--- config.mk ---
export PLATFORM = sky130hd
export DESIGN_NAME = pwm_band_period_compare_calc
export DESIGN_NICKNAME = d
export VERILOG_FILES = /design/src/hw/rtl/pbpc_pkg.sv /design/src/hw/rtl/pbpc_cfg_regs.sv /design/src/hw/rtl/pbpc_div.sv /design/src/hw/rtl/pwm_band_period_compare_calc.sv
export SDC_FILE = /design/constraint.sdc
export NUM_CORES = 2
export LEC_CHECK = 0
export CELL_PAD_IN_SITES_DETAIL_PLACEMENT = 0
export CELL_PAD_IN_SITES_GLOBAL_PLACEMENT = 2
export CORE_UTILIZATION = 30
export CTS_CLUSTER_DIAMETER = 120
export CTS_CLUSTER_SIZE = 16
export DETAILED_ROUTE_END_ITERATION = 10
export DONT_BUFFER_PORTS = 1
export PLACE_DENSITY = 0.69
export SLEW_MARGIN = 20
export SYNTH_ARGS = -nofsm -noshare
export SYNTH_HDL_FRONTEND = slang
export SYNTH_SLANG_ARGS = --single-unit
--- constraint.sdc ---
create_clock -name clk_i -period 9.3 [get_ports clk_i]
set_input_delay 1.395 -clock clk_i [delete_from_list [all_inputs] [get_ports clk_i]]
set_output_delay 1.395 -clock clk_i [all_outputs]
set_load 0.01 [all_outputs]
--- src/hw/rtl/pbpc_pkg.sv ---
`timescale 1ns / 1ps

package pbpc_pkg;

  localparam int unsigned FREQ_W    = 24;
  localparam int unsigned DUTY_W    = 14;
  localparam int unsigned RES_W     = 28;
  localparam int unsigned CFG_W     = 28;
  localparam int unsigned CFG_IDX_W = 3;
  localparam int unsigned PERIOD_W  = 16;
  localparam int unsigned PULSE_W   = 10;
  localparam int unsigned BITS_W    = 5;
  localparam int unsigned DIV_W     = 30;
  localparam int unsigned DVSR_W    = 24;
  localparam int unsigned DIV_CNT_W = 5;
  localparam int unsigned PUL_Q_W   = 20;

  // Divide by 10000 as a shift by 4 and a multiply by 2**36 / 625, rounded up
  localparam int unsigned SCALE_SH  = 4;
  localparam int unsigned RECIP_SH  = 36;
  localparam int unsigned RECIP_W   = 27;
  localparam int unsigned PROD_W    = DIV_W - SCALE_SH + RECIP_W;
  localparam int unsigned CMP_Q_W   = PROD_W - RECIP_SH;

  localparam logic [DIV_CNT_W-1:0] PER_STEPS = DIV_CNT_W'(RES_W);
  localparam logic [DIV_CNT_W-1:0] PUL_STEPS = DIV_CNT_W'(PUL_Q_W);

  localparam logic [RES_W-1:0]    PERIOD_MIN = RES_W'(2);
  localparam logic [RES_W-1:0]    PERIOD_MAX = RES_W'(65535);
  localparam logic [DUTY_W-1:0]   DUTY_FULL  = DUTY_W'(10000);
  localparam logic [DIV_W-1:0]    ROUND_HALF = DIV_W'(5000);
  localparam logic [RECIP_W-1:0]  DUTY_RECIP = RECIP_W'(109951163);
  localparam logic [PUL_Q_W-1:0]  PULSE_NUM  = PUL_Q_W'(1000000);
  localparam logic [PUL_Q_W-1:0]  PULSE_ADD  = PUL_Q_W'(2);
  localparam logic [PUL_Q_W-1:0]  PULSE_LO   = PUL_Q_W'(200);
  localparam logic [PUL_Q_W-1:0]  PULSE_HI   = PUL_Q_W'(1000);
  localparam logic [BITS_W-1:0]   BITS_SAT   = BITS_W'(16);

  localparam logic [FREQ_W-1:0] RST_MIN_FREQ = FREQ_W'(10);
  localparam logic [FREQ_W-1:0] RST_MAX_FREQ = FREQ_W'(1000000);
  localparam logic [RES_W-1:0]  RST_HI_RES   = RES_W'(10000000);
  localparam logic [FREQ_W-1:0] RST_HI_FLOOR = FREQ_W'(153);
  localparam logic [RES_W-1:0]  RST_LO_RES   = RES_W'(625000);
  localparam logic [FREQ_W-1:0] RST_LO_FLOOR = FREQ_W'(10);

  typedef enum logic [CFG_IDX_W-1:0] {
    CFG_MIN_FREQ = 3'd0,
    CFG_MAX_FREQ = 3'd1,
    CFG_HI_RES   = 3'd2,
    CFG_HI_FLOOR = 3'd3,
    CFG_LO_RES   = 3'd4,
    CFG_LO_FLOOR = 3'd5
  } pbpc_cfg_idx_e;

  typedef struct packed {
    logic [FREQ_W-1:0] min_freq;
    logic [FREQ_W-1:0] max_freq;
    logic [RES_W-1:0]  hi_res;
    logic [FREQ_W-1:0] hi_floor;
    logic [RES_W-1:0]  lo_res;
    logic [FREQ_W-1:0] lo_floor;
  } pbpc_cfg_t;

  typedef struct packed {
    logic                 start;
    logic [DIV_W-1:0]     dividend;
    logic [DVSR_W-1:0]    divisor;
    logic [DIV_CNT_W-1:0] steps;
  } pbpc_div_req_t;

  typedef enum logic [3:0] {
    ST_IDLE,
    ST_PER_START,
    ST_PER_WAIT,
    ST_CHECK,
    ST_CMP_MUL,
    ST_CMP_SEL,
    ST_PUL_START,
    ST_PUL_WAIT,
    ST_OUT
  } pbpc_state_e;

  function automatic logic [BITS_W-1:0] pbpc_log2_16(input logic [PERIOD_W-1:0] v);
    logic [BITS_W-1:0] r;
    r = '0;
    for (int i = 1; i < PERIOD_W; i++) begin
      if (v[i]) begin
        r = BITS_W'(i);
      end
    end
    return r;
  endfunction

endpackage

--- src/hw/rtl/pbpc_cfg_regs.sv ---
`timescale 1ns / 1ps

module pbpc_cfg_regs (
  input  logic                          clk_i,
  input  logic                          rst_ni,
  input  logic                          cfg_we_i,
  input  logic [pbpc_pkg::CFG_IDX_W-1:0] cfg_idx_i,
  input  logic [pbpc_pkg::CFG_W-1:0]     cfg_wdata_i,
  output pbpc_pkg::pbpc_cfg_t           cfg_o
);
  import pbpc_pkg::*;

  pbpc_cfg_t cfg_d, cfg_q;

  always_comb begin
    cfg_d = cfg_q;
    if (cfg_we_i) begin
      case (pbpc_cfg_idx_e'(cfg_idx_i))
        CFG_MIN_FREQ: cfg_d.min_freq = cfg_wdata_i[FREQ_W-1:0];
        CFG_MAX_FREQ: cfg_d.max_freq = cfg_wdata_i[FREQ_W-1:0];
        CFG_HI_RES:   cfg_d.hi_res   = cfg_wdata_i[RES_W-1:0];
        CFG_HI_FLOOR: cfg_d.hi_floor = cfg_wdata_i[FREQ_W-1:0];
        CFG_LO_RES:   cfg_d.lo_res   = cfg_wdata_i[RES_W-1:0];
        CFG_LO_FLOOR: cfg_d.lo_floor = cfg_wdata_i[FREQ_W-1:0];
        default: ;
      endcase
    end
  end

  always_ff @(posedge clk_i or negedge rst_ni) begin
    if (!rst_ni) begin
      cfg_q.min_freq <= RST_MIN_FREQ;
      cfg_q.max_freq <= RST_MAX_FREQ;
      cfg_q.hi_res   <= RST_HI_RES;
      cfg_q.hi_floor <= RST_HI_FLOOR;
      cfg_q.lo_res   <= RST_LO_RES;
      cfg_q.lo_floor <= RST_LO_FLOOR;
    end else begin
      cfg_q <= cfg_d;
    end
  end

  assign cfg_o = cfg_q;

endmodule

--- src/hw/rtl/pbpc_div.sv ---
`timescale 1ns / 1ps

module pbpc_div (
  input  logic                        clk_i,
  input  logic                        rst_ni,
  input  pbpc_pkg::pbpc_div_req_t     req_i,
  output logic                        done_o,
  output logic [pbpc_pkg::DIV_W-1:0]  quot_o
);
  import pbpc_pkg::*;

  logic [DIV_CNT_W-1:0] cnt_d, cnt_q;
  logic                 done_d, done_q;
  logic [DIV_W-1:0]     quo_d, quo_q;
  logic [DVSR_W-1:0]    rem_d, rem_q;
  logic [DVSR_W-1:0]    dvsr_d, dvsr_q;
  logic [DVSR_W:0]      trial;
  logic [DVSR_W:0]      diff;
  logic                 ge;

  assign trial = {rem_q, quo_q[DIV_W-1]};
  assign ge    = trial >= {1'b0, dvsr_q};
  assign diff  = trial - {1'b0, dvsr_q};

  always_comb begin
    cnt_d  = cnt_q;
    done_d = 1'b0;
    quo_d  = quo_q;
    rem_d  = rem_q;
    dvsr_d = dvsr_q;
    if (req_i.start) begin
      cnt_d  = req_i.steps;
      quo_d  = req_i.dividend;
      rem_d  = '0;
      dvsr_d = req_i.divisor;
    end else if (cnt_q != '0) begin
      cnt_d  = cnt_q - 1'b1;
      done_d = (cnt_q == DIV_CNT_W'(1));
      quo_d  = {quo_q[DIV_W-2:0], ge};
      rem_d  = ge ? diff[DVSR_W-1:0] : trial[DVSR_W-1:0];
    end
  end

  always_ff @(posedge clk_i or negedge rst_ni) begin
    if (!rst_ni) begin
      cnt_q  <= '0;
      done_q <= 1'b0;
    end else begin
      cnt_q  <= cnt_d;
      done_q <= done_d;
    end
  end

  always_ff @(posedge clk_i) begin
    quo_q  <= quo_d;
    rem_q  <= rem_d;
    dvsr_q <= dvsr_d;
  end

  assign done_o = done_q;
  assign quot_o = quo_q;

`ifndef ASSERT_OFF
  a_no_restart: assert property (@(posedge clk_i) disable iff (!rst_ni)
    req_i.start |-> cnt_q == '0)
    else $error("divider started while busy");
  a_done_idle: assert property (@(posedge clk_i) disable iff (!rst_ni)
    done_q |-> cnt_q == '0)
    else $error("divider done while still counting");
  a_count_down: assert property (@(posedge clk_i) disable iff (!rst_ni)
    (cnt_q != '0) |=> (cnt_q == $past(cnt_q) - 1'b1))
    else $error("divider step count skipped");
`endif

endmodule

--- src/hw/rtl/pwm_band_period_compare_calc.sv ---
`timescale 1ns / 1ps
// Accepted items pass period division, check, compare multiply and select, pulse
// division and output; items rejected after period division go from check to output.
// New items are stalled until the last is output; one bit-per-cycle divider is shared
// by the period (28 steps) and pulse (20 steps) divisions; compare uses a multiply.
// Reset: asynchronous active low; config, state and stored band (high) to defaults.
module pwm_band_period_compare_calc (
  input  logic                              clk_i,
  input  logic                              rst_ni,
  input  logic                              cfg_we_i,
  input  logic [pbpc_pkg::CFG_IDX_W-1:0]    cfg_idx_i,
  input  logic [pbpc_pkg::CFG_W-1:0]        cfg_wdata_i,
  input  logic                              in_valid_i,
  output logic                              in_stall_o,
  input  logic [pbpc_pkg::FREQ_W-1:0]       freq_i,
  input  logic [pbpc_pkg::DUTY_W-1:0]       duty_centi_i,
  output logic                              out_valid_o,
  input  logic                              out_stall_i,
  output logic                              status_o,
  output logic                              band_o,
  output logic                              band_changed_o,
  output logic [pbpc_pkg::PERIOD_W-1:0]     period_ticks_o,
  output logic [pbpc_pkg::PERIOD_W-1:0]     compare_ticks_o,
  output logic [pbpc_pkg::PULSE_W-1:0]      pulse_us_o,
  output logic [pbpc_pkg::BITS_W-1:0]       duty_bits_o
);
  import pbpc_pkg::*;

  pbpc_cfg_t     cfg;
  pbpc_div_req_t div_req;
  logic          div_done;
  logic [DIV_W-1:0] div_quot;

  pbpc_state_e state_d, state_q;

  logic [FREQ_W-1:0]   freq_d, freq_q;
  logic [DUTY_W-1:0]   duty_d, duty_q;
  logic                band_d, band_q;
  logic                none_d, none_q;
  logic [RES_W-1:0]    per_d, per_q;
  logic                ok_d, ok_q;
  logic [BITS_W-1:0]   bits_d, bits_q;
  logic [DIV_W-1:0]    num_d, num_q;
  logic [PROD_W-1:0]   prod_d, prod_q;
  logic [PERIOD_W-1:0] cmp_d, cmp_q;
  logic [PULSE_W-1:0]  pul_d, pul_q;

  logic                out_valid_d, out_valid_q;
  logic                cur_band_d, cur_band_q;
  logic                status_q, obnd_q, ochg_q;
  logic [PERIOD_W-1:0] oper_q, ocmp_q;
  logic [PULSE_W-1:0]  opul_q;
  logic [BITS_W-1:0]   obits_q;

  logic                out_load;
  logic                hi_sel;
  logic [PUL_Q_W-1:0]  pul_sum;
  logic [CMP_Q_W-1:0]  cmp_quo;

  pbpc_cfg_regs u_cfg (
    .clk_i       (clk_i),
    .rst_ni      (rst_ni),
    .cfg_we_i    (cfg_we_i),
    .cfg_idx_i   (cfg_idx_i),
    .cfg_wdata_i (cfg_wdata_i),
    .cfg_o       (cfg)
  );

  pbpc_div u_div (
    .clk_i  (clk_i),
    .rst_ni (rst_ni),
    .req_i  (div_req),
    .done_o (div_done),
    .quot_o (div_quot)
  );

  assign in_stall_o = (state_q != ST_IDLE);
  assign out_load   = (state_q == ST_OUT) && (!out_valid_q || !out_stall_i);
  assign hi_sel     = freq_q >= cfg.hi_floor;
  assign pul_sum    = div_quot[PUL_Q_W-1:0] + PULSE_ADD;
  assign cmp_quo    = prod_q[PROD_W-1:RECIP_SH];

  always_comb begin
    state_d = state_q;
    freq_d  = freq_q;
    duty_d  = duty_q;
    band_d  = band_q;
    none_d  = none_q;
    per_d   = per_q;
    ok_d    = ok_q;
    bits_d  = bits_q;
    num_d   = num_q;
    prod_d  = prod_q;
    cmp_d   = cmp_q;
    pul_d   = pul_q;
    div_req = '0;
    case (state_q)
      ST_IDLE: begin
        if (in_valid_i) begin
          freq_d  = freq_i;
          duty_d  = duty_centi_i;
          state_d = ST_PER_START;
        end
      end
      ST_PER_START: begin
        band_d           = !hi_sel;
        none_d           = !hi_sel && (freq_q < cfg.lo_floor);
        div_req.start    = 1'b1;
        div_req.dividend = {(hi_sel ? cfg.hi_res : cfg.lo_res), 2'b00};
        div_req.divisor  = freq_q;
        div_req.steps    = PER_STEPS;
        state_d          = ST_PER_WAIT;
      end
      ST_PER_WAIT: begin
        if (div_done) begin
          per_d   = (freq_q == '0) ? '0 : div_quot[RES_W-1:0];
          state_d = ST_CHECK;
        end
      end
      ST_CHECK: begin
        ok_d = (freq_q >= cfg.min_freq) && (freq_q <= cfg.max_freq) &&
               (duty_q <= DUTY_FULL) && !none_q &&
               (per_q >= PERIOD_MIN) && (per_q <= PERIOD_MAX);
        if (none_q || per_q < PERIOD_MIN) begin
          bits_d = '0;
        end else if (per_q > PERIOD_MAX) begin
          bits_d = BITS_SAT;
        end else begin
          bits_d = pbpc_log2_16(per_q[PERIOD_W-1:0]);
        end
        num_d   = DIV_W'(duty_q) * DIV_W'(per_q[PERIOD_W-1:0]) + ROUND_HALF;
        state_d = ok_d ? ST_CMP_MUL : ST_OUT;
      end
      ST_CMP_MUL: begin
        prod_d  = PROD_W'(num_q[DIV_W-1:SCALE_SH]) * PROD_W'(DUTY_RECIP);
        state_d = ST_CMP_SEL;
      end
      ST_CMP_SEL: begin
        cmp_d   = (cmp_quo > CMP_Q_W'(per_q[PERIOD_W-1:0])) ? per_q[PERIOD_W-1:0]
                                                          : cmp_quo[PERIOD_W-1:0];
        state_d = ST_PUL_START;
      end
      ST_PUL_START: begin
        div_req.start    = 1'b1;
        div_req.dividend = {PULSE_NUM, (DIV_W - PUL_Q_W)'(0)};
        div_req.divisor  = freq_q;
        div_req.steps    = PUL_STEPS;
        state_d          = ST_PUL_WAIT;
      end
      ST_PUL_WAIT: begin
        if (div_done) begin
          if (pul_sum > PULSE_HI) begin
            pul_d = PULSE_HI[PULSE_W-1:0];
          end else if (pul_sum < PULSE_LO) begin
            pul_d = PULSE_LO[PULSE_W-1:0];
          end else begin
            pul_d = pul_sum[PULSE_W-1:0];
          end
          state_d = ST_OUT;
        end
      end
      ST_OUT: begin
        if (out_load) begin
          state_d = ST_IDLE;
        end
      end
      default: state_d = ST_IDLE;
    endcase
  end

  always_comb begin
    out_valid_d = out_valid_q;
    cur_band_d  = cur_band_q;
    if (out_valid_q && !out_stall_i) begin
      out_valid_d = 1'b0;
    end
    if (out_load) begin
      out_valid_d = 1'b1;
      if (ok_q) begin
        cur_band_d = band_q;
      end
    end
  end

  always_ff @(posedge clk_i or negedge rst_ni) begin
    if (!rst_ni) begin
      state_q     <= ST_IDLE;
      out_valid_q <= 1'b0;
      cur_band_q  <= 1'b0;
    end else begin
      state_q     <= state_d;
      out_valid_q <= out_valid_d;
      cur_band_q  <= cur_band_d;
    end
  end

  always_ff @(posedge clk_i) begin
    freq_q <= freq_d;
    duty_q <= duty_d;
    band_q <= band_d;
    none_q <= none_d;
    per_q  <= per_d;
    ok_q   <= ok_d;
    bits_q <= bits_d;
    num_q  <= num_d;
    prod_q <= prod_d;
    cmp_q  <= cmp_d;
    pul_q  <= pul_d;
    if (out_load) begin
      status_q <= !ok_q;
      obnd_q   <= ok_q && band_q;
      ochg_q   <= ok_q && (band_q != cur_band_q);
      oper_q   <= ok_q ? per_q[PERIOD_W-1:0] : '0;
      ocmp_q   <= ok_q ? cmp_q : '0;
      opul_q   <= ok_q ? pul_q : '0;
      obits_q  <= bits_q;
    end
  end

  assign out_valid_o     = out_valid_q;
  assign status_o        = status_q;
  assign band_o          = obnd_q;
  assign band_changed_o  = ochg_q;
  assign period_ticks_o  = oper_q;
  assign compare_ticks_o = ocmp_q;
  assign pulse_us_o      = opul_q;
  assign duty_bits_o     = obits_q;

`ifndef ASSERT_OFF
  a_ok_ranges: assert property (@(posedge clk_i) disable iff (!rst_ni)
    out_valid_o && !status_o |-> period_ticks_o >= PERIOD_W'(2) &&
                                 compare_ticks_o <= period_ticks_o)
    else $error("accepted item with bad period or compare");
  a_ok_pulse: assert property (@(posedge clk_i) disable iff (!rst_ni)
    out_valid_o && !status_o |-> pulse_us_o >= PULSE_LO[PULSE_W-1:0] &&
                                 pulse_us_o <= PULSE_HI[PULSE_W-1:0])
    else $error("pulse length out of range");
  a_reject_zero: assert property (@(posedge clk_i) disable iff (!rst_ni)
    out_valid_o && status_o |-> period_ticks_o == '0 && pulse_us_o == '0 &&
                                !band_changed_o)
    else $error("rejected item carries data");
  a_done_waiting: assert property (@(posedge clk_i) disable iff (!rst_ni)
    div_done |-> state_q == ST_PER_WAIT || state_q == ST_PUL_WAIT)
    else $error("divider result with no consumer");
`endif

endmodule
==> flow_summary.ini <==
[run_status]
run_status = complete, no violations

[floorplan]
pin_count = 126
fp.dieH_um = 371
core-area_um2 = 134000
die_area_um2 = 137000
die_width_um = 371
initial_core_util_pct = 30.4
std_cell_rows = 134

[critical_path]
worstPathBufferInverterCount = 6
cp_data_arrival_time_ps = 8220
slowest_delay_ps = 720
dominant_delay_contributor_by_cell_family_on_the_critical_path = adder cells
crit_chain = inv_1, ha_1, fa_1, inv_1, fa_1, inv_1, fa_1, fa_1, inv_1, fa_1, inv_1, fa_1, inv_1, ha_1, nand4_1, nor3_1, o221ai_1, a21oi_1, o221a_2, a211oi_1, o21ai_0, a21oi_1, xnor2_1
cp_max_fo = 6
critical_path.startpoint_type = flip-flop
criticalPathCategory = flip-flop to flip-flop
worst-r2r-setup-slack_ps = 1460
cp_data_required_time_ps = 9680
cp_slowest_cell = edfxtp_1
crit_path_end_kind = flip-flop

[timing]
setup_repair_after_global_routing_missed_its_margin = false
tightest_slew_ps = 914
timing.final.max_slew_violations = 0
timing.setup.tns_ps = 0
setup-violations-final = 0
fin_crit_ps = 7840
worst_clock_skew_ps = 41.9
finalHoldViolations = 0
final_min_period_over_clock_period_pct = 84.3
max_freq_ghz = 0.128
timing.slew.headroom_pct = 39.1

[synth]
post_syn_nets = 4940
mappedNetlistArea_um2 = 40700
synthCells = 3898
synth.lib_cells_used.distinct = 69
synthArstFlopShare_pct = 37.7
synth-main-ff-cell = edfxtp_1
synth_edf_count = 247
ff_latch_count_synth = 435
ys.warnings.count = 0
synthesis.area_per_instance_um2 = 10.5
ys_seq_area_share_pct = 29.5

[routing]
total_number_of_vias = 26200
wirelength_um = 115000
firstDrtPassIters = 7
drc = 0
ant_nets = 0
drt_iter0_markers = 1363
avgRoutedWirePerCell_um = 20.4
avgViaCountPerCell = 4.64

[clock_network]
worstSkewPairLatency_ps = 660
cts_setup_buffers = 0
ctsRootBufferMaster = clkbuf_16
htreeDepth = 1
cts.sinks = 435
cts_buffer_depth = 3
post_cts_resize_count = 0
postCtsHoldBufs = 0
cts_inserted_buffers = 31
cts.reportedPaths.clkPinSlew_ps = 90
cts_tree = yes

[placement]
buffer_ports.inserted = 0
dpl.hpwl_um = 94300
gp_congestion = 0.884

[global_route]
first_global_vias = 27900
initial_antenna_violation_count = 19
grt.total_usage_pct = 17.0
grt_pass1_wl_um = 177000
overflow = 0
grt_max_degree = 165

[final_layout]
finalCoreUtilization_pct = 32.6
n_antenna_cell = 0
syn2layout_area_growth_pct = 7.45
drive_above_1_share_pct = 6.39
final_net_count = 4902

[min_path]
worst_hold_path_type = flip-flop to flip-flop

[flow_run]
max_cap_viol_count = 0
-- synth_stat cells (all sizes together) (5+ instances only) --
library cell / count / area (um^2)
inv: 838 / 3150
ha: 495 / 6190
fa: 473 / 9470
nand2: 303 / 1140
edfxtp: 247 / 7420
o21ai: 172 / 861
and2: 144 / 901
a21oi: 133 / 666
dfrtp: 133 / 3330
nor2: 125 / 469
mux2: 124 / 1400
clkbuf: 90 / 338
a21o: 51 / 383
nor2b: 49 / 307
xnor2: 49 / 429
mux2i: 37 / 370
nor3: 35 / 185
a211oi: 31 / 233
dfstp: 31 / 815
nand4: 30 / 194
nand3: 26 / 130
dfxtp: 24 / 480
and3: 21 / 131
a31oi: 20 / 125
nand2b: 19 / 119
xor2: 18 / 158
nor4: 17 / 113
o211ai: 16 / 120
o21a: 16 / 120
buf: 14 / 68.8
or3: 9 / 56.3
and4: 8 / 70.1
o21bai: 8 / 60.1
o22ai: 8 / 50.1
o31a: 8 / 70.1
a2111oi: 6 / 52.6
nor3b: 6 / 45.0
a41oi: 5 / 43.8
o31ai: 5 / 51.3
or2: 5 / 31.3
-- area by class of cell --
type	instances	area, um^2
fillers	13900	90300
multi-input cells	2519	25200
flip-flops and latches	435	12000
inverters	840	3150
well taps	1768	2210
clock buffers	55	907
repair buffers	33	248
clock inverters	2	26.3
-- stage by stage --
step | instances | setup slack [ps] | cell area (um^2) | hold WS, ps
final | 5652 | 1460 | 43800 | 407
after global routing | 5652 | 1170 | 43800 | 396
after CTS | 5652 | 1420 | 43800 | 383
after detailed placement | 5595 | 1500 | 42800 | 409
after global placement | 5595 | 1600 | 42800 | 408
after floorplan | 3898 | 2740 | 40700 | 400
-- sequential cells by signal (all words and copies together), names as in the netlist, 10 cells and up --
signal / count
u_cfg.cfg_o: 152
u_div.quot_o: 30
per_q: 28
num_q: 26
freq_q: 24
u_div.dvsr_q: 24
u_div.rem_q: 24
prod_q: 17
cmp_q: 16
compare_ticks_o: 16
period_ticks_o: 16
duty_q: 14
pul_q: 10
pulse_us_o: 10
-- placed cells by master, fill, tap and decap left out, types with 8 or more instances in the layout --
cell type	count
a31oi_1	20
a211oi_1	31
nand4_1	29
edfxtp_1	247
nand2_1	303
inv_1	837
nand3_1	26
nor2b_1	49
o21a_1	16
o21ai_0	171
o31a_1	8
xor2_1	18
dfrtp_1	133
buf_4	33
a21oi_1	132
o21bai_1	8
and2_1	144
and4_1	8
xnor2_1	49
dfstp_2	31
or3_1	9
mux2i_1	37
and3_1	20
nor3_1	29
nand2b_1	19
o211ai_1	16
nor2_1	123
nor4_1	16
clkbuf_1	21
a21o_1	51
fa_1	473
clkbuf_16	32
o22ai_1	8
dfxtp_1	24
ha_1	495
mux2_2	124
-- layer usage --
layer	track usage, %	share of wire (%)	up-vias	wire length (um)
met5	0	0.091	-	105
met4	3.63	2.4	16	2770
li1	-	-	12600	-
met3	4.03	5.8	130	6700
met2	28.2	47	419	54000
met1	22.5	45	13100	51500
-- path summary, 6_finish.rpt --
path,startpoint,endpoint,cells past startpoint
worst max-delay path,num_q[28],prod_q[51],23
worst min-delay path,bits_q[1],duty_bits_o[1],0
worst max register to register,num_q[28],prod_q[51],23
worst min register to register,bits_q[1],duty_bits_o[1],0
max in group asynchronous,rst_ni,u_cfg.cfg_o[128],0
min in group asynchronous,rst_ni,u_cfg.cfg_o[70],0
-- kinds of logic (layout without fill, tap and decap cells) --
kind of cell	Yosys count	count (layout)	synth area share, %
adders and majority gates	968	968	38.4
and+or+nand+nor	809	809	9.80
muxes	161	161	4.34
DFF	435	435	29.5
xor gates and xnor gates	67	67	1.44
AOI/OAI and AO/OA	514	514	7.71
buffers and inverters	944	930	8.74
Power is left out: the tool's default activity adds up to more than one toggle a clock period on the data nets, which glitch-free logic cannot reach.
